--- config.mk ---
export PLATFORM = sky130hd
export DESIGN_NAME = ccsds_packet_deframer_core
export DESIGN_NICKNAME = d
export VERILOG_FILES = /design/src/sv/cpd_pkg.sv /design/src/sv/cpd_front.sv /design/src/sv/cpd_cmd_queue.sv /design/src/sv/cpd_back.sv /design/src/sv/ccsds_packet_deframer_core.sv
export SDC_FILE = /design/constraint.sdc
export NUM_CORES = 1
export LEC_CHECK = 0
export BUFFER_PORTS_ARGS = -buffer_cell sky130_fd_sc_hd__buf_2
export CORE_MARGIN = 3
export CORE_UTILIZATION = 45
export CTS_BUF_LIST = sky130_fd_sc_hd__clkbuf_4 sky130_fd_sc_hd__clkbuf_8 sky130_fd_sc_hd__clkbuf_16
export DETAILED_ROUTE_END_ITERATION = 10
export GPL_TIMING_DRIVEN = 0
export PLACE_DENSITY = 0.69
export SLEW_MARGIN = 30
export SYNTH_ARGS = -nofsm -noshare
export SYNTH_HDL_FRONTEND = slang
export SYNTH_SLANG_ARGS = --single-unit
--- constraint.sdc ---
create_clock -name clock -period 8.77 [get_ports clock]
set_input_delay 0.877 -clock clock [delete_from_list [all_inputs] [get_ports clock]]
set_output_delay 0.877 -clock clock [all_outputs]
set_load 0.03 [all_outputs]
--- src/sv/cpd_pkg.sv ---
// Shared types and constants of the packet deframer core.
package cpd_pkg;

   localparam int HEADER_BYTES = 6;
   localparam int HDR_IDX_W    = 3;
   localparam logic [HDR_IDX_W-1:0] HDR_LAST = HDR_IDX_W'(HEADER_BYTES - 1);

   localparam int CSR_INDEX_W = 3;
   localparam int CSR_DATA_W  = 32;

   localparam logic [CSR_INDEX_W-1:0] CSR_SYNC_WORD = 3'd0;
   localparam logic [CSR_INDEX_W-1:0] CSR_LENGTH_A  = 3'd1;
   localparam logic [CSR_INDEX_W-1:0] CSR_LENGTH_B  = 3'd2;
   localparam logic [CSR_INDEX_W-1:0] CSR_LENGTH_C  = 3'd3;
   localparam logic [CSR_INDEX_W-1:0] CSR_LENGTH_D  = 3'd4;

   localparam logic [31:0] SYNC_WORD_RESET = 32'h1ACF_FC1D;

   typedef enum logic [1:0] {
      MODE_HUNT,
      MODE_HEADER,
      MODE_PAYLOAD
   } mode_type;

   typedef enum logic [1:0] {
      CMD_DATA,
      CMD_HEADER,
      CMD_BAD
   } cmd_kind_type;

   // One classified entry from the front end to the result side
   typedef struct packed {
      cmd_kind_type                      kind;
      logic [7:0]                        data;
      logic                              last_pkt;
      logic [15:0]                       length;
      logic [10:0]                       apid;
      logic [HEADER_BYTES-1:0][7:0]      hdr;
   } cmd_type;

   // One result beat
   typedef struct packed {
      logic [7:0]  out_byte;
      logic        first_of_packet;
      logic        last_of_packet;
      logic        last_of_run;
      logic        status;
      logic [15:0] packet_length;
      logic [10:0] apid;
   } rsp_type;

endpackage

--- src/sv/cpd_front.sv ---
// Front end: sync hunt, header capture, length check and payload classification.
module cpd_front (
   input  logic                             clock,
   input  logic                             reset,
   input  logic                             byte_valid,
   input  logic [7:0]                       in_byte,
   input  logic                             csr_we,
   input  logic [cpd_pkg::CSR_INDEX_W-1:0]  csr_index,
   input  logic [cpd_pkg::CSR_DATA_W-1:0]   csr_wdata,
   output logic                             cmd_push,
   output cpd_pkg::cmd_type                 cmd
);

   cpd_pkg::mode_type mode_ff, mode_in;
   logic [31:0] window_ff, window_in;
   logic [cpd_pkg::HDR_IDX_W-1:0] count_ff, count_in;
   logic [16:0] remain_ff, remain_in;
   logic [7:0]  hdr_ff [cpd_pkg::HEADER_BYTES];

   logic [31:0] sync_word_ff;
   logic [15:0] length_a_ff, length_b_ff, length_c_ff, length_d_ff;

   logic        hunt_hit;
   logic        in_header;
   logic [31:0] shifted;
   logic [cpd_pkg::HDR_IDX_W-1:0] hdr_idx;
   logic        hdr_done;
   logic [15:0] len_new;
   logic        len_ok;
   logic        rem_last;

   // Configuration registers
   always_ff @(posedge clock) begin
      if (reset) begin
         sync_word_ff <= cpd_pkg::SYNC_WORD_RESET;
         length_a_ff  <= '0;
         length_b_ff  <= '0;
         length_c_ff  <= '0;
         length_d_ff  <= '0;
      end else if (csr_we) begin
         unique case (csr_index)
            cpd_pkg::CSR_SYNC_WORD: sync_word_ff <= csr_wdata;
            cpd_pkg::CSR_LENGTH_A:  length_a_ff  <= csr_wdata[15:0];
            cpd_pkg::CSR_LENGTH_B:  length_b_ff  <= csr_wdata[15:0];
            cpd_pkg::CSR_LENGTH_C:  length_c_ff  <= csr_wdata[15:0];
            cpd_pkg::CSR_LENGTH_D:  length_d_ff  <= csr_wdata[15:0];
            default: ;
         endcase
      end
   end

   // Classify the incoming byte
   assign hunt_hit  = (mode_ff == cpd_pkg::MODE_HUNT) && (window_ff == sync_word_ff);
   assign in_header = (mode_ff == cpd_pkg::MODE_HEADER) || hunt_hit;
   assign shifted   = {window_ff[23:0], in_byte};
   assign hdr_idx   = hunt_hit ? '0 : count_ff;
   assign hdr_done  = (mode_ff == cpd_pkg::MODE_HEADER) && (count_ff == cpd_pkg::HDR_LAST);
   assign len_new   = {hdr_ff[4], in_byte};
   assign len_ok    = (len_new == length_a_ff) || (len_new == length_b_ff) ||
                      (len_new == length_c_ff) || (len_new == length_d_ff);
   assign rem_last  = (remain_ff <= 17'd1);

   // Next state
   always_comb begin
      mode_in   = mode_ff;
      window_in = window_ff;
      count_in  = count_ff;
      remain_in = remain_ff;
      if (byte_valid) begin
         unique case (mode_ff)
            cpd_pkg::MODE_HUNT: begin
               if (hunt_hit) begin
                  mode_in  = cpd_pkg::MODE_HEADER;
                  count_in = cpd_pkg::HDR_IDX_W'(1);
               end else begin
                  window_in = shifted;
                  if (shifted == sync_word_ff) begin
                     mode_in  = cpd_pkg::MODE_HEADER;
                     count_in = '0;
                  end
               end
            end
            cpd_pkg::MODE_HEADER: begin
               if (hdr_done) begin
                  if (len_ok) begin
                     mode_in   = cpd_pkg::MODE_PAYLOAD;
                     count_in  = '0;
                     remain_in = {1'b0, len_new} + 17'd1;
                  end else begin
                     mode_in   = cpd_pkg::MODE_HUNT;
                     window_in = '0;
                     count_in  = '0;
                     remain_in = '0;
                  end
               end else begin
                  count_in = count_ff + cpd_pkg::HDR_IDX_W'(1);
               end
            end
            cpd_pkg::MODE_PAYLOAD: begin
               if (rem_last) begin
                  mode_in   = cpd_pkg::MODE_HUNT;
                  window_in = '0;
                  count_in  = '0;
                  remain_in = '0;
               end else begin
                  remain_in = remain_ff - 17'd1;
               end
            end
            default: begin
               mode_in   = cpd_pkg::MODE_HUNT;
               window_in = '0;
               count_in  = '0;
               remain_in = '0;
            end
         endcase
      end
   end

   // Outputs: one entry per header release, bad length or payload byte
   always_comb begin
      cmd_push     = 1'b0;
      cmd.kind     = cpd_pkg::CMD_DATA;
      cmd.data     = in_byte;
      cmd.last_pkt = rem_last;
      cmd.length   = {hdr_ff[4], hdr_ff[5]};
      cmd.apid     = {hdr_ff[0][2:0], hdr_ff[1]};
      for (int i = 0; i < cpd_pkg::HEADER_BYTES - 1; i++) begin
         cmd.hdr[i] = hdr_ff[i];
      end
      cmd.hdr[cpd_pkg::HEADER_BYTES-1] = in_byte;
      unique case (mode_ff)
         cpd_pkg::MODE_HEADER: begin
            if (hdr_done) begin
               cmd_push   = byte_valid;
               cmd.kind   = len_ok ? cpd_pkg::CMD_HEADER : cpd_pkg::CMD_BAD;
               cmd.length = len_new;
            end
         end
         cpd_pkg::MODE_PAYLOAD: begin
            cmd_push = byte_valid;
         end
         default: ;
      endcase
   end

   always_ff @(posedge clock) begin
      if (reset) begin
         mode_ff   <= cpd_pkg::MODE_HUNT;
         window_ff <= '0;
         count_ff  <= '0;
         remain_ff <= '0;
      end else begin
         mode_ff   <= mode_in;
         window_ff <= window_in;
         count_ff  <= count_in;
         remain_ff <= remain_in;
      end
   end

   // Capture header bytes
   always_ff @(posedge clock) begin
      if (byte_valid && in_header) begin
         hdr_ff[hdr_idx] <= in_byte;
      end
   end

endmodule

--- src/sv/cpd_cmd_queue.sv ---
// Short queue of classified entries between the front end and the result side.
module cpd_cmd_queue #(
   parameter int DEPTH = 8
) (
   input  logic             clock,
   input  logic             reset,
   input  logic             push,
   input  cpd_pkg::cmd_type push_cmd,
   input  logic             pop,
   output cpd_pkg::cmd_type head,
   output logic             full,
   output logic             empty
);

   localparam int PTR_W = $clog2(DEPTH);
   localparam int CNT_W = $clog2(DEPTH + 1);

   cpd_pkg::cmd_type store_ff [DEPTH];
   logic [PTR_W-1:0] wr_ptr_ff, wr_ptr_in;
   logic [PTR_W-1:0] rd_ptr_ff, rd_ptr_in;
   logic [CNT_W-1:0] count_ff, count_in;
   logic             do_push;
   logic             do_pop;

   assign full    = (count_ff == CNT_W'(DEPTH));
   assign empty   = (count_ff == '0);
   assign do_push = push && !full;
   assign do_pop  = pop && !empty;
   assign head    = store_ff[rd_ptr_ff];

   // Advance pointers and occupancy
   always_comb begin
      wr_ptr_in = wr_ptr_ff;
      rd_ptr_in = rd_ptr_ff;
      count_in  = count_ff;
      if (do_push) begin
         wr_ptr_in = (wr_ptr_ff == PTR_W'(DEPTH - 1)) ? '0 : wr_ptr_ff + PTR_W'(1);
      end
      if (do_pop) begin
         rd_ptr_in = (rd_ptr_ff == PTR_W'(DEPTH - 1)) ? '0 : rd_ptr_ff + PTR_W'(1);
      end
      if (do_push && !do_pop) begin
         count_in = count_ff + CNT_W'(1);
      end else if (do_pop && !do_push) begin
         count_in = count_ff - CNT_W'(1);
      end
   end

   always_ff @(posedge clock) begin
      if (reset) begin
         wr_ptr_ff <= '0;
         rd_ptr_ff <= '0;
         count_ff  <= '0;
      end else begin
         wr_ptr_ff <= wr_ptr_in;
         rd_ptr_ff <= rd_ptr_in;
         count_ff  <= count_in;
      end
   end

   always_ff @(posedge clock) begin
      if (do_push) begin
         store_ff[wr_ptr_ff] <= push_cmd;
      end
   end

endmodule

--- src/sv/cpd_back.sv ---
// Result side: expands queued entries into result beats held in an output register.
module cpd_back (
   input  logic             clock,
   input  logic             reset,
   input  logic             q_valid,
   input  cpd_pkg::cmd_type q_head,
   output logic             q_pop,
   input  logic             rsp_pop,
   output logic             rsp_valid,
   output cpd_pkg::rsp_type rsp
);

   cpd_pkg::cmd_type              cur_ff, cur_in;
   logic                          burst_ff, burst_in;
   logic [cpd_pkg::HDR_IDX_W-1:0] idx_ff, idx_in;
   logic                          valid_ff, valid_in;
   cpd_pkg::rsp_type              rsp_ff, rsp_in;
   logic                          slot_free;
   logic                          emit;

   assign slot_free = !valid_ff || rsp_pop;

   // Pick the next beat: rest of a header burst first, else the queue head
   always_comb begin
      cur_in   = cur_ff;
      burst_in = burst_ff;
      idx_in   = idx_ff;
      rsp_in   = rsp_ff;
      q_pop    = 1'b0;
      emit     = 1'b0;
      if (slot_free) begin
         if (burst_ff) begin
            emit                   = 1'b1;
            rsp_in.out_byte        = cur_ff.hdr[idx_ff];
            rsp_in.first_of_packet = 1'b0;
            rsp_in.last_of_packet  = 1'b0;
            rsp_in.last_of_run     = (idx_ff == cpd_pkg::HDR_LAST);
            rsp_in.status          = 1'b0;
            rsp_in.packet_length   = cur_ff.length;
            rsp_in.apid            = cur_ff.apid;
            idx_in                 = idx_ff + cpd_pkg::HDR_IDX_W'(1);
            if (idx_ff == cpd_pkg::HDR_LAST) begin
               burst_in = 1'b0;
            end
         end else if (q_valid) begin
            emit                 = 1'b1;
            q_pop                = 1'b1;
            cur_in               = q_head;
            rsp_in.packet_length = q_head.length;
            rsp_in.apid          = q_head.apid;
            unique case (q_head.kind)
               cpd_pkg::CMD_HEADER: begin
                  rsp_in.out_byte        = q_head.hdr[0];
                  rsp_in.first_of_packet = 1'b1;
                  rsp_in.last_of_packet  = 1'b0;
                  rsp_in.last_of_run     = 1'b0;
                  rsp_in.status          = 1'b0;
                  burst_in               = 1'b1;
                  idx_in                 = cpd_pkg::HDR_IDX_W'(1);
               end
               cpd_pkg::CMD_BAD: begin
                  rsp_in.out_byte        = '0;
                  rsp_in.first_of_packet = 1'b0;
                  rsp_in.last_of_packet  = 1'b0;
                  rsp_in.last_of_run     = 1'b1;
                  rsp_in.status          = 1'b1;
               end
               default: begin
                  rsp_in.out_byte        = q_head.data;
                  rsp_in.first_of_packet = 1'b0;
                  rsp_in.last_of_packet  = q_head.last_pkt;
                  rsp_in.last_of_run     = 1'b1;
                  rsp_in.status          = 1'b0;
               end
            endcase
         end
      end
      valid_in = emit || (valid_ff && !rsp_pop);
   end

   always_ff @(posedge clock) begin
      if (reset) begin
         burst_ff <= 1'b0;
         idx_ff   <= '0;
         valid_ff <= 1'b0;
      end else begin
         burst_ff <= burst_in;
         idx_ff   <= idx_in;
         valid_ff <= valid_in;
      end
   end

   always_ff @(posedge clock) begin
      cur_ff <= cur_in;
      rsp_ff <= rsp_in;
   end

   assign rsp_valid = valid_ff;
   assign rsp       = rsp_ff;

endmodule

--- src/sv/ccsds_packet_deframer_core.sv ---
// Top level of the packet deframer: front end, entry queue and result side.
//
// Input: one stream byte per beat on req_in_byte, taken when req_push is high
// and req_full is low. Results: while rsp_empty is low the oldest result sits
// on the rsp_ ports and is taken when rsp_pop is high.
// Configuration: csr_we writes csr_wdata into register csr_index (0 sync word,
// 1..4 allowed lengths) at the same edge; indexes beyond 4 are ignored.
// Throughput: one input byte per cycle while req_full is low, one result beat per cycle
// while results are popped. A header release is six beats leaving the result side one
// after another; payload entries wait in the QUEUE_DEPTH-entry queue meanwhile, and the
// sync and header bytes of the next packet give that backlog time to drain.
// Path: the edge that takes a byte writes its entry into the queue; the output register
// loads it once the slot is free and no header burst is ahead, and it is then on the ports.
// Reset: hunt mode with a cleared window, empty queue, no result pending,
// configuration registers back to their defaults.
// Stall: a result not popped holds in the output register; entries then pile
// up in the queue and req_full rises once it is full.
module ccsds_packet_deframer_core #(
   parameter int QUEUE_DEPTH = 8
) (
   input  logic                             clock,
   input  logic                             reset,
   input  logic                             req_push,
   output logic                             req_full,
   input  logic [7:0]                       req_in_byte,
   output logic                             rsp_empty,
   input  logic                             rsp_pop,
   output logic [7:0]                       rsp_out_byte,
   output logic                             rsp_first_of_packet,
   output logic                             rsp_last_of_packet,
   output logic                             rsp_last_of_run,
   output logic                             rsp_status,
   output logic [15:0]                      rsp_packet_length,
   output logic [10:0]                      rsp_apid,
   input  logic                             csr_we,
   input  logic [cpd_pkg::CSR_INDEX_W-1:0]  csr_index,
   input  logic [cpd_pkg::CSR_DATA_W-1:0]   csr_wdata
);

   logic             byte_valid;
   logic             cmd_push;
   cpd_pkg::cmd_type cmd;
   cpd_pkg::cmd_type q_head;
   logic             q_full;
   logic             q_empty;
   logic             q_pop;
   logic             rsp_valid;
   cpd_pkg::rsp_type rsp;

   assign byte_valid = req_push && !q_full;
   assign req_full   = q_full;

   cpd_front u_front (
      .clock      (clock),
      .reset      (reset),
      .byte_valid (byte_valid),
      .in_byte    (req_in_byte),
      .csr_we     (csr_we),
      .csr_index  (csr_index),
      .csr_wdata  (csr_wdata),
      .cmd_push   (cmd_push),
      .cmd        (cmd)
   );

   cpd_cmd_queue #(
      .DEPTH (QUEUE_DEPTH)
   ) u_queue (
      .clock    (clock),
      .reset    (reset),
      .push     (cmd_push),
      .push_cmd (cmd),
      .pop      (q_pop),
      .head     (q_head),
      .full     (q_full),
      .empty    (q_empty)
   );

   cpd_back u_back (
      .clock     (clock),
      .reset     (reset),
      .q_valid   (!q_empty),
      .q_head    (q_head),
      .q_pop     (q_pop),
      .rsp_pop   (rsp_pop),
      .rsp_valid (rsp_valid),
      .rsp       (rsp)
   );

   // Drive result ports from the output register
   assign rsp_empty           = !rsp_valid;
   assign rsp_out_byte        = rsp.out_byte;
   assign rsp_first_of_packet = rsp.first_of_packet;
   assign rsp_last_of_packet  = rsp.last_of_packet;
   assign rsp_last_of_run     = rsp.last_of_run;
   assign rsp_status          = rsp.status;
   assign rsp_packet_length   = rsp.packet_length;
   assign rsp_apid            = rsp.apid;

   // Nothing pending right after reset
   a_reset_empty: assert property (@(posedge clock) reset |=> rsp_empty)
      else $error("result pending after reset");

   // The result side never takes from an empty queue
   a_pop_nonempty: assert property (@(posedge clock) disable iff (reset)
      q_pop |-> !q_empty)
      else $error("queue popped while empty");

   // A queued entry reaches the output register when the slot is free
   a_pop_fills: assert property (@(posedge clock) disable iff (reset)
      q_pop |=> !rsp_empty)
      else $error("popped entry produced no result");

   // A bad-length result ends its run and carries a zero byte
   a_bad_beat: assert property (@(posedge clock) disable iff (reset)
      (!rsp_empty && rsp_status) |->
         (rsp_last_of_run && (rsp_out_byte == 8'd0) && !rsp_first_of_packet))
      else $error("malformed bad-length result");

endmodule

# == After elaboration in Yosys (flattened, before gate mapping) ==
# Memories as Yosys holds them, arrays and structs flattened. A register that Yosys moved wholly into a read port is not among the register bits.
# Cells that the tools add are included.
# word_totals
register_bits,279
ramBits,736
input_bits,48
word_cells,163
memories,2
# mem_list
name,depth,width,read_ports,rd_ports_with_merged_regs,write_ports,line_no,source
u_queue.store_ff,8,86,1,1,1,cpd_cmd_queue.sv:18,cpd_pkg::cmd_type store_ff [DEPTH];
u_front.hdr_ff,6,8,6,0,1,cpd_front.sv:18,logic [7:0] hdr_ff [cpd_pkg::HEADER_BYTES];
# classes
n_addsub,8
n_lt_le_gt_ge,2
n_eq_ne,25
n_mux,55
bitwise,3
n_reduce_logical,38
# ops
cell,count
2-to-1 mux 32 bit,4
case mux 32 bit (3 select lines),1
2-to-1 mux 39 bit,2
== test 16 bit,4
== test 32 bit,2
2-to-1 mux 17 bit,3
case mux 17 bit (3 select lines),1
2-to-1 mux 3 bit,12
binary-select mux 8 bit (select 3 bit),1
2-to-1 mux 8 bit,3
case mux 12 bit (2 select lines),1
"adder 16 x 1 -> 17 bit, second input constant",1
"less-or-equal comparator 17 x 1 -> 1 bit, second input constant",1
"subtractor 17 x 1 -> 17 bit, second input constant",1
2-to-1 mux 2 bit,8
"== test 3 bit, second input constant",5
2-to-1 mux 1 bit,14
"adder 3 x 1 -> 3 bit, second input constant",4
AND reduction 2 bit,6
AND reduction 3 bit,4
logical AND 1 bit,9
case mux 3 bit (3 select lines),1
2-to-1 mux 4 bit,2
"== test 3 x 2 -> 1 bit, second input constant",2
other kinds (21),39

# == Longest topological paths before layout ==
# Gate-level depths: netlist (run 1).
# logic_depth
word_depth,10
depth_mapped,14
ltp_nobuf,14

# == By module ==
# Synthesis (run 1) repeated with hierarchy kept, for this count alone.
# unflattened
hier_cells,2419
area_unflattened_um2,41202.0
# modules_own_cells
module,instances,cells_per_inst,area_per_inst_um2
cpd_cmd_queue,1,1069,26830.7
cpd_front,1,1103,9748.1
cpd_back,1,244,4601.9
ccsds_packet_deframer_core,1,3,21.3

# == Worst setup path before layout (run 1) ==
# Ideal clock, no wire load.
# synth_path
kind,input to register
from,input port rsp_pop
to,register u_queue.count_ff[3]
setup_ps,70
t_arrival_ps,7458
required_time_ps,8700
setup_slack_ps,1241
cell_stages,11
n_path_buf,0
cell_sequence,nor2_1 nor3b_1 inv_1 ha_1 inv_1 ha_1 a21o_1 a21oi_1 xnor2_1 or3_1 a21oi_1
# synth_via
elab_chain_len,6
word_cells_on_any_way,8
cone_classes,mux (2); reduce/logical (6)
# synth_lines
item,line_no,source
from (decl),ccsds_packet_deframer_core.sv:27,"input logic rsp_pop,"
logical OR 1 bit (*),cpd_back.sv:21,assign slot_free = !valid_ff || rsp_pop;
2-to-1 mux 1 bit (*),cpd_back.sv:31,if (slot_free) begin
logical AND 1 bit (*),cpd_cmd_queue.sv:28,assign do_pop = pop && !empty;
logical NOT 1 bit,cpd_cmd_queue.sv:42,if (do_push && !do_pop) begin
logical AND 1 bit,cpd_cmd_queue.sv:42,
2-to-1 mux 4 bit or nonzero test 2 bit (tied branches),-,
to (signal assigned),cpd_cmd_queue.sv:57,count_ff <= count_in;
to (decl),cpd_cmd_queue.sv:21,"logic [CNT_W-1:0] count_ff, count_in;"
# Mark *: on every way between the ends. The rest lies on a longest branch, timed or not.
# A chain may end at the register's enable or synchronous reset.

==> results of run 1 <==
-- kinds of logic after synthesis --
group                    Yosys count  share of synthesized area (%)
flip-flops                       783                          68.85
XOR/XNOR                         145                          4.005
AND/OR/NAND/NOR                  547                          8.109
adder cells (fa/ha/maj)           21                         0.8523
multiplexers                     231                          12.62
buffers and inverters            140                          1.898
AO/OA/AOI/OAI                    202                          3.662
-- routing by layer --
metal / vias up / part of all wire (%) / GRT usage [%] / routed length (µm)
li1: 8206 / - / - / -
met1: 9388 / 43 / 29.62 / 32980
met2: 721 / 47 / 33.74 / 36670
met3: 153 / 7.1 / 3.686 / 5520
met4: 2 / 3.1 / 6.848 / 2405
met5: - / 0.022 / 0 / 17
-- sequential cells by signal, summed over array words and instances, names as in the netlist, 16 cells and up, named ones only --
| name | cells |
|---|---|
| u_front.length_b_ff | 16 |
| u_front.hdr_ff | 48 |
| u_back.cur_ff | 56 |
| u_queue.store_ff | 472 |
| u_back.rsp | 39 |
| u_front.length_c_ff | 16 |
| u_front.remain_ff | 17 |
| u_front.length_a_ff | 16 |
| u_front.window_ff | 32 |
| u_front.length_d_ff | 16 |
| u_front.sync_word_ff | 32 |
-- worst register-to-register path, stage by stage (launching register included) --
cell and delay, ns:
dfxtp_1 0.31, clkbuf_1 0.50, buf_1 0.66, clkbuf_1 0.65, clkbuf_1 0.59, mux2i_1 0.50
inv_1 0.13, ha_1 0.30, clkbuf_1 0.27, clkbuf_1 0.43, nor2_1 0.11, a21oi_1 0.14
o21ai_0 0.13
-- placed cells by master (no fill, tap or decap), drive strengths merged, types with 9 or more instances in the layout --
| cell | n |
|---|---|
| nand2 | 306 |
| o22ai | 11 |
| clkinv | 35 |
| nor4 | 18 |
| mux2 | 91 |
| nor2 | 62 |
| xor2 | 45 |
| edfxtp | 615 |
| mux2i | 14 |
| o221ai | 9 |
| o21ai | 28 |
| clkbuf | 178 |
| nand4 | 28 |
| or2 | 35 |
| mux4 | 126 |
| ha | 20 |
| inv | 29 |
| buf | 184 |
| nand3 | 19 |
| nand3b | 22 |
| a21oi | 132 |
| nor3 | 18 |
| dfxtp | 168 |
| xnor2 | 100 |
-- cell type report --
cell class,instances,area (µm²)
Fill cell,5519,32150
Tap cell,931,1165
Timing Repair Buffer,145,1351
Sequential cell,783,21830
Buffer,113,501.7
Multi-Input combinational cell,1146,9374
Clock inverter,47,450.4
Inverter,27,101.3
Clock buffer,104,2258
-- power by group through the flow --
stage / combinational, mW / sequential (mW) / clock, mW
after global routing: 2.25 / 4.56 / 3.64
after floorplan: 1.24 / 4.78 / 0
after detailed placement: 2.11 / 4.62 / 0
after CTS: 2.13 / 4.54 / 3.50
after global placement: 1.98 / 4.66 / 0
final: 2.10 / 4.54 / 3.44
-- metrics by stage --
stage	setup TNS, ns	hold slack (ns)	worst slack, ns
after global routing	0	0.4622	3.494
after detailed placement	0	0.4562	3.735
after floorplan	0	0.4425	1.241
after CTS	0	0.4431	3.746
final	0	0.4637	3.769
after global placement	-227.06	0.4531	-2.089
-- worst paths after layout --
path | endpoint | cells after the start
max | u_back.rsp[37] | 12
min | u_front.window_ff[26] | 2
max reg2reg | u_back.rsp[37] | 12
min reg2reg | u_front.window_ff[26] | 2
==> flow_summary.ini, run 1 <==
[sta]
tightestPinTransition_ns = 0.8921
fmax_mhz = 200.0
final.min_clock_period_ns = 5.001
grt_setup_unrepaired = no
slew_violations = 0
finalCritPeriodShare_pct = 57.02
relSlewSlack_pct = 40.03
hold_violations = 0
skew_ns = 0.03893
finalSetupViolCount = 0

[yosys]
ys_top_cells_by_area = edfxtp_1 (58%), dfxtp_1 (11%), mux4_2 (8.9%)
syn_avg_cell_area_um2 = 15.33
synth_area_um2 = 31710
ys_ff_latch = 783
synth_ff_type = edfxtp_1
ys_seq_area_share_pct = 68.85
synthDistinctLibCells = 62
syn_nets = 2138
synth_top_cell_area_share_pct = 58.24
netlist_instances = 2069
synth_edf_count = 615
synth_commonest_cells = edfxtp_1 (615), nand2_1 (305), dfxtp_1 (168)
yosysTopAreaCell = edfxtp_1
synthArstFlopShare_pct = 0
yosys_warnings = 0
yosysMostFrequentCell = edfxtp_1

[cts]
clock_latency_ns = 0.65
clockBufferDepth = 3
cts_sinks = 783
cts_hold_buf = 0
cts_tree = yes
htree_levels = 3
clk_pin_slew_ns = 0.06
cts-root-buf = clkbuf_16
cts_made_buffers = 81
cts_resized = 0
cts_setup_buffers = 0

[setup_path]
crit_required_ns = 9.13
cp-end-kind = register
critPathMaxStageDelay_ns = 0.65
arrival_ns = 5.36
crit_type = reg2reg
path_common_cell = clkbuf_1
cp_top_family = buffers and inverters
worst_path_max_delay_cell = buf_1
rrSetupSlack_ns = 3.77
path_buf_inv = 7
crit_path_cell_trace = clkbuf_1 > buf_1 > clkbuf_1 > clkbuf_1 > mux2i_1 > inv_1 > ha_1 > clkbuf_1 > clkbuf_1 > nor2_1 > a21oi_1 > o21ai_0
startpoint_type = register
path_max_fanout = 10

[floorplanning]
std_cell_rows = 96
die-area_um2 = 73680
initial_core_util_pct = 45.83
die-height_um = 271.4
die_w_um = 271.4
io_pins = 89
core_area_um2 = 69190

[route]
first_pass_iters = 5
drc = 0
drtIter0Drc = 1690
routed_wl_um = 77600
antenna_left = 0
vias = 18470
post_drt_wl_per_cell_um = 23.54
vias_per_cell = 5.604

[power_and_ir_drop]
seqPwrFrac_pct = 45.0
pwr-share-comb_pct = 20.8
p_int_mw = 7.268
switching_share_pct = 27.93
clkPwrFrac_pct = 34.1
vdd_drop_max_uv = 180.9
switchingPower_mw = 2.816
power.total_mw = 10.08
power_leakage_nw = 12.10
pwr_density_cell_nw_per_um2 = 272.3

[grt]
grt.overflow.total = 0
grtUsageTotal_pct = 21.12
grt_pass1_vias = 18490
grt_first_pass_wirelength_um = 117000
antenna_found_initial = 4
grt_max_degree = 30

[cells_and_area]
area_growth_pct = 16.79
postLayoutCoreUtil_pct = 53.53
diodes = 0
fin_nets = 2366
final_cells = 3296
drive_above_1_share_pct = 23.85
fin_area_um2 = 37030

[min_path]
hp-class = reg2reg
min_from = u_front.window_ff[26]

[placed_design]
place_area_um2 = 34320
port_buffers = 88
dp_cells = 3145
hpwl_um = 53050
place.gp.congestion = 0.8960

[job]
maxCapViolations = 0

[run_status]
status = completed
(Power assumes the default switching activity.)
==> run 2: changes to the inputs <==
==> constraint.sdc (replaced) <==
create_clock -name clock -period 4.65 [get_ports clock]
set_input_delay 0.465 -clock clock [delete_from_list [all_inputs] [get_ports clock]]
set_output_delay 0.465 -clock clock [all_outputs]
set_load 0.03 [all_outputs]
==> flow_summary.ini, run 2 (synthesized netlist as in run 1, its figures left out) <==
[cells_and_area]
top_register = u_queue.store_ff
layout_common_cells = edfxtp_1 (615), nand2_1 (305), dfxtp_1 (168), a21oi_1 (131), mux4_2 (126)
final_common_cell = edfxtp_1
fin_area_um2 = 37010
drive_above_1_share_pct = 23.67
fin_nets = 2353
final_cells = 3278
largest_registers = u_queue.store_ff (472), u_back.cur_ff (56), u_front.hdr_ff (48)
largest_reg_flops = 472
area_growth_pct = 16.73

[sta]
skew_ns = 0.04542
finalSetupViolCount = 0
slew_violations = 0
finalCritPeriodShare_pct = 92.35
whs_ns = 0.06640
tightestPinTransition_ns = 0.8723
fin_ws_ns = 0.3556
grt_setup_unrepaired = no
final.min_clock_period_ns = 4.294
hold_violations = 0
fmax_mhz = 232.9
relSlewSlack_pct = 41.63

[placed_design]
port_buffers = 88
place_area_um2 = 34360
dp_cells = 3135
hpwl_um = 52540
place.gp.congestion = 0.8950
pre_cts_ws_ns = -0.4567

[grt]
grtUsageTotal_pct = 20.98
grt.overflow.total = 0
grt_pass1_vias = 18450
grt_first_pass_wirelength_um = 116100
grt_max_degree = 23
antenna_found_initial = 3

[setup_path]
cp-end-kind = register
path_max_fanout = 19
crit_path_cell_trace = buf_2 > buf_2 > clkbuf_1 > mux4_2 > mux2i_1 > inv_1 > ha_1 > clkbuf_1 > clkbuf_2 > nor2_1 > a21oi_1 > o21ai_0
crit_type = reg2reg
arrival_ns = 4.64
critPathMaxStageDelay_ns = 0.58
crit_required_ns = 5.00
startpoint_type = register
worst_path_max_delay_cell = buf_2

[route]
first_pass_iters = 8
routed_wl_um = 77180
post_drt_wl_per_cell_um = 23.54
vias = 18390
drc = 0
antenna_left = 0
vias_per_cell = 5.611
drtIter0Drc = 1862

[power_and_ir_drop]
switchingPower_mw = 5.509
clkPwrFrac_pct = 32.7
pwr-share-comb_pct = 22.7
switching_share_pct = 28.37
pwr_density_cell_nw_per_um2 = 524.6
seqPwrFrac_pct = 44.6
power_leakage_nw = 12.05
p_int_mw = 13.91
vdd_drop_max_uv = 454.1

[run_status]
status = completed

[floorplanning]
core_area_um2 = 69190
die-area_um2 = 73680
die-height_um = 271.4
io_pins = 89
initial_core_util_pct = 45.83
std_cell_rows = 96
die_w_um = 271.4

[cts]
clk_pin_slew_ns = 0.06
clock_latency_ns = 0.64
clockBufferDepth = 3
cts_tree = yes
htree_levels = 3
cts_sinks = 783
cts_made_buffers = 81
cts-root-buf = clkbuf_16
cts_setup_buffers = 0

[min_path]
hp-class = in2reg

[job]
maxCapViolations = 0
## run 2: cell types whose count changed in the layout (fill, tap and decap cells not counted), moves of 4 or more
| cell | delta |
|---|---|
| clkbuf_8 | +5 |
| buf_6 | +11 |
| clkinv_1 | -6 |
| clkinv_2 | -4 |
| buf_4 | -24 |
| clkbuf_1 | -4 |
## run 2: worst paths after layout
kind              depth (start not counted)                       end  slack (ns)                   from
hold reg to reg                           2     u_front.window_ff[26]        0.47  u_front.window_ff[26]
setup / recovery                         12            u_back.rsp[37]        0.36               register
setup reg to reg                         12            u_back.rsp[37]        0.36               register
hold / removal                            3  u_front.sync_word_ff[18]        0.07          csr_wdata[18]
## run 2: area by class of cell
| cell class | count | area (µm²) |
|---|---|---|
| diodes | 2 | 5.005 |
| plain buffers | 110 | 498.0 |
| fillers | 5561 | 32170 |
| multi-input cells | 1146 | 9393 |
| clock inverters | 35 | 359.1 |
| inverters | 27 | 101.3 |
| flip-flops and latches | 783 | 21830 |
| clock buffers | 109 | 2292 |
| repair buffers | 135 | 1368 |
| well taps | 931 | 1165 |
## run 2: critical path, delay by kind of cell (launching register included)
kind                     cells  cell delay (ns)
adder cells (fa/ha/maj)      1             0.30
multiplexers                 2             0.79
flip-flops                   1             0.30
buffers and inverters        6             2.25
AND/OR/NAND/NOR              1             0.08
AO/OA/AOI/OAI                2             0.26
## run 2: metal layers
metal,global-route usage (%),part of all wire [%],vias up
li1,-,-,8179
met1,29.44,42,9363
met2,34.14,48,726
met3,3.544,7.2,126
met4,5.705,2.6,0
met5,0,0,-
## run 2: timing repair
| item | 4_1_cts | 5_1_grt |
|---|---|---|
| setup endpoints to repair | 10 | 9 |
| resized for setup | 3 | 3 |
| hold buffers | 0 | 0 |
## run 2: power by group through the flow
stage	clock network [mW]	logic (mW)	registers, mW
2_1_floorplan	0	2.66	9.07
3_3_place_gp	0	3.97	8.78
3_5_place_dp	0	4.44	8.80
4_1_cts	6.48	4.47	8.66
5_1_grt	6.75	4.78	8.70
6_report	6.36	4.40	8.66
## run 2: stage by stage
stage	utilization [%]	setup TNS, ns	power [mW]
after floorplan	-	-0.2444	11.73
after global placement	48.17	-1378.05	12.75
after CTS	53.49	0	19.61
after detailed placement	49.66	-2.834	13.24
final	53.50	0	19.42
after global routing	53.50	0	20.23
==> run 3: changes to the inputs <==
--- a/config.mk
+++ b/config.mk
@@ -5,6 +5,7 @@
 export SDC_FILE = /design/constraint.sdc
 export NUM_CORES = 1
 export LEC_CHECK = 0
+export ABC_AREA = 1
 export BUFFER_PORTS_ARGS = -buffer_cell sky130_fd_sc_hd__buf_2
 export CORE_MARGIN = 3
 export CORE_UTILIZATION = 45
==> flow_summary.ini, run 3 <==
[run_status]
status = completed

[power_and_ir_drop]
pwr_density_cell_nw_per_um2 = 541.7
power.total_mw = 21.10
power_leakage_nw = 14.42
vdd_drop_max_uv = 342.6

[setup_path]
path_common_cell = o21ai_0
cp_top_family = buffers and inverters
startpoint_type = register
path_max_fanout = 10
crit_required_ns = 5.10
critPathMaxStageDelay_ns = 0.68
arrival_ns = 4.40
cp-end-kind = register
crit_type = reg2reg
crit_path_cell_trace = buf_2 > inv_2 > clkbuf_1 > o21ai_0 > o22ai_1 > inv_1 > o21ai_0 > ha_1 > nor2_1 > nand2_1 > a31oi_1
worst_path_max_delay_cell = clkbuf_1
path_buf_inv = 4

[cells_and_area]
fin_nets = 3592
drive_above_1_share_pct = 11.58
final_common_cell = edfxtp_1
largest_reg_flops = 472
area_growth_pct = 15.61
final_cells = 4544
fin_area_um2 = 38950
layout_common_cells = edfxtp_1 (615), nor2_1 (581), nand2_1 (564), o21ai_0 (407), inv_1 (226)
top_register = u_queue.store_ff
diodes = 0
largest_registers = u_queue.store_ff (472), u_back.cur_ff (56), u_front.hdr_ff (48)

[yosys]
synth_ff_type = edfxtp_1
synthDistinctLibCells = 53
synth_edf_count = 615
syn_avg_cell_area_um2 = 10.14
ys_ff_latch = 783
yosysTopAreaCell = edfxtp_1
synth_area_um2 = 33690
yosysMostFrequentCell = edfxtp_1
ys_seq_area_share_pct = 64.80
synthArstFlopShare_pct = 0
syn_nets = 3390
synth_commonest_cells = edfxtp_1 (615), nor2_1 (592), nand2_1 (564)
yosys_warnings = 0
netlist_instances = 3321
ys_top_cells_by_area = edfxtp_1 (55%), dfxtp_1 (10%), nor2_1 (6.6%)
synth_top_cell_area_share_pct = 54.82

[job]
maxCapViolations = 0

[placed_design]
place.gp.congestion = 0.9048
port_buffers = 87
dp_cells = 4399
hpwl_um = 64490
place_area_um2 = 36210
pre_cts_ws_ns = 0.8034

[grt]
grtUsageTotal_pct = 23.78
grt_first_pass_wirelength_um = 141200
grt_pass1_vias = 23700
grt.overflow.total = 0
antenna_found_initial = 1
grt_max_degree = 51

[sta]
skew_ns = 0.02516
hold_violations = 0
finalSetupViolCount = 0
finalCritPeriodShare_pct = 85.01
grt_setup_unrepaired = no
relSlewSlack_pct = 28.51
final.min_clock_period_ns = 3.953
tightestPinTransition_ns = 1.061
slew_violations = 0
whs_ns = 0.04704
fmax_mhz = 253.0
fin_ws_ns = 0.6969

[floorplanning]
initial_core_util_pct = 45.78
die-height_um = 279.6
io_pins = 89
std_cell_rows = 99
die-area_um2 = 78180
core_area_um2 = 73580
die_w_um = 279.6

[cts]
cts_resized = 0
cts_hold_buf = 0
cts_sinks = 783
htree_levels = 3
clockBufferDepth = 3
cts-root-buf = clkbuf_16
cts_made_buffers = 81
cts_setup_buffers = 0
cts_tree = yes
clock_latency_ns = 0.63
clk_pin_slew_ns = 0.06

[route]
routed_wl_um = 94580
drc = 0
antenna_left = 0
vias_per_cell = 5.471
post_drt_wl_per_cell_um = 20.81
drtIter0Drc = 3041
vias = 24860
first_pass_iters = 6

[min_path]
hp-class = in2reg
[run 3: cell types whose count changed in the layout (fill, tap and decap cells not counted), moves of 45 or more]
cell,change
nor2_1,+526
o21ai_0,+390
nand2_1,+259
inv_1,+199
mux4_2,-126
mux2_2,-91
xnor2_1,-65
o22ai_1,+59
a31oi_1,+47
nand3_1,+45
[run 3: kinds of logic (layout without fill, tap and decap cells)]
| logic type | after synthesis | count (layout) | synth area share, % |
|---|---|---|---|
| DFF | 783 | 783 | 64.80 |
| muxes | 2 | 2 | 0.05943 |
| and+or+nand+nor | 1338 | 1338 | 16.23 |
| buffers and inverters | 422 | 686 | 5.345 |
| adders and majority gates | 21 | 21 | 0.8023 |
| xor gates and xnor gates | 60 | 60 | 1.560 |
| AOI/OAI and AO/OA | 695 | 695 | 11.19 |
[run 3: final cells by class]
cell class | count | area, µm²
fill | 6439 | 34630
sequential | 783 | 21830
multi-input combinational | 2116 | 10130
clock buffer | 102 | 2270
timing repair buffer | 119 | 1251
tap | 959 | 1200
inverter | 248 | 940.9
buffer | 174 | 863.3
clock inverter | 43 | 456.7
[run 3: power breakdown]
part	switching [mW]	internal, mW	leakage [nW]	total, mW
sequential	0.301	8.45	6.96	8.75
combinational	4.18	1.54	6.11	5.72
clock	2.76	3.86	1.35	6.62
[run 3: stage by stage]
stage                TNS, ns  utilization, %
CTS                        0           52.92
global placement    -1041.09           48.01
detailed placement         0           49.22
global route               0           52.93
floorplan                  0               -
finish                     0           52.93
[run 3: path summary, 6_finish.rpt]
| path | from | to | slack [ns] | cells past startpoint |
|---|---|---|---|---|
| setup reg to reg | register | u_back.rsp[35] | 0.70 | 11 |
| hold reg to reg | u_front.length_a_ff[4] | u_front.length_a_ff[4] | 0.47 | 2 |
| hold / removal | csr_wdata[22] | u_front.sync_word_ff[22] | 0.05 | 3 |
| setup / recovery | register | u_back.rsp[35] | 0.70 | 11 |
[run 3: worst register-to-register path, stage by stage, from the launching register on]
cell	delay, ns
dfxtp_1	0.31
buf_2	0.22
inv_2	0.26
clkbuf_1	0.68
o21ai_0	0.21
o22ai_1	0.19
inv_1	0.06
o21ai_0	0.50
ha_1	0.44
nor2_1	0.52
nand2_1	0.13
a31oi_1	0.25
[run 3: per-layer routing]
metal / up-vias / track usage (%) / routed length [µm]
li1: 11710 / - / -
met1: 11900 / 31.94 / 39010
met2: 1092 / 39.98 / 45450
met3: 152 / 3.784 / 7698
met4: 0 / 7.195 / 2425
met5: - / 0 / 0
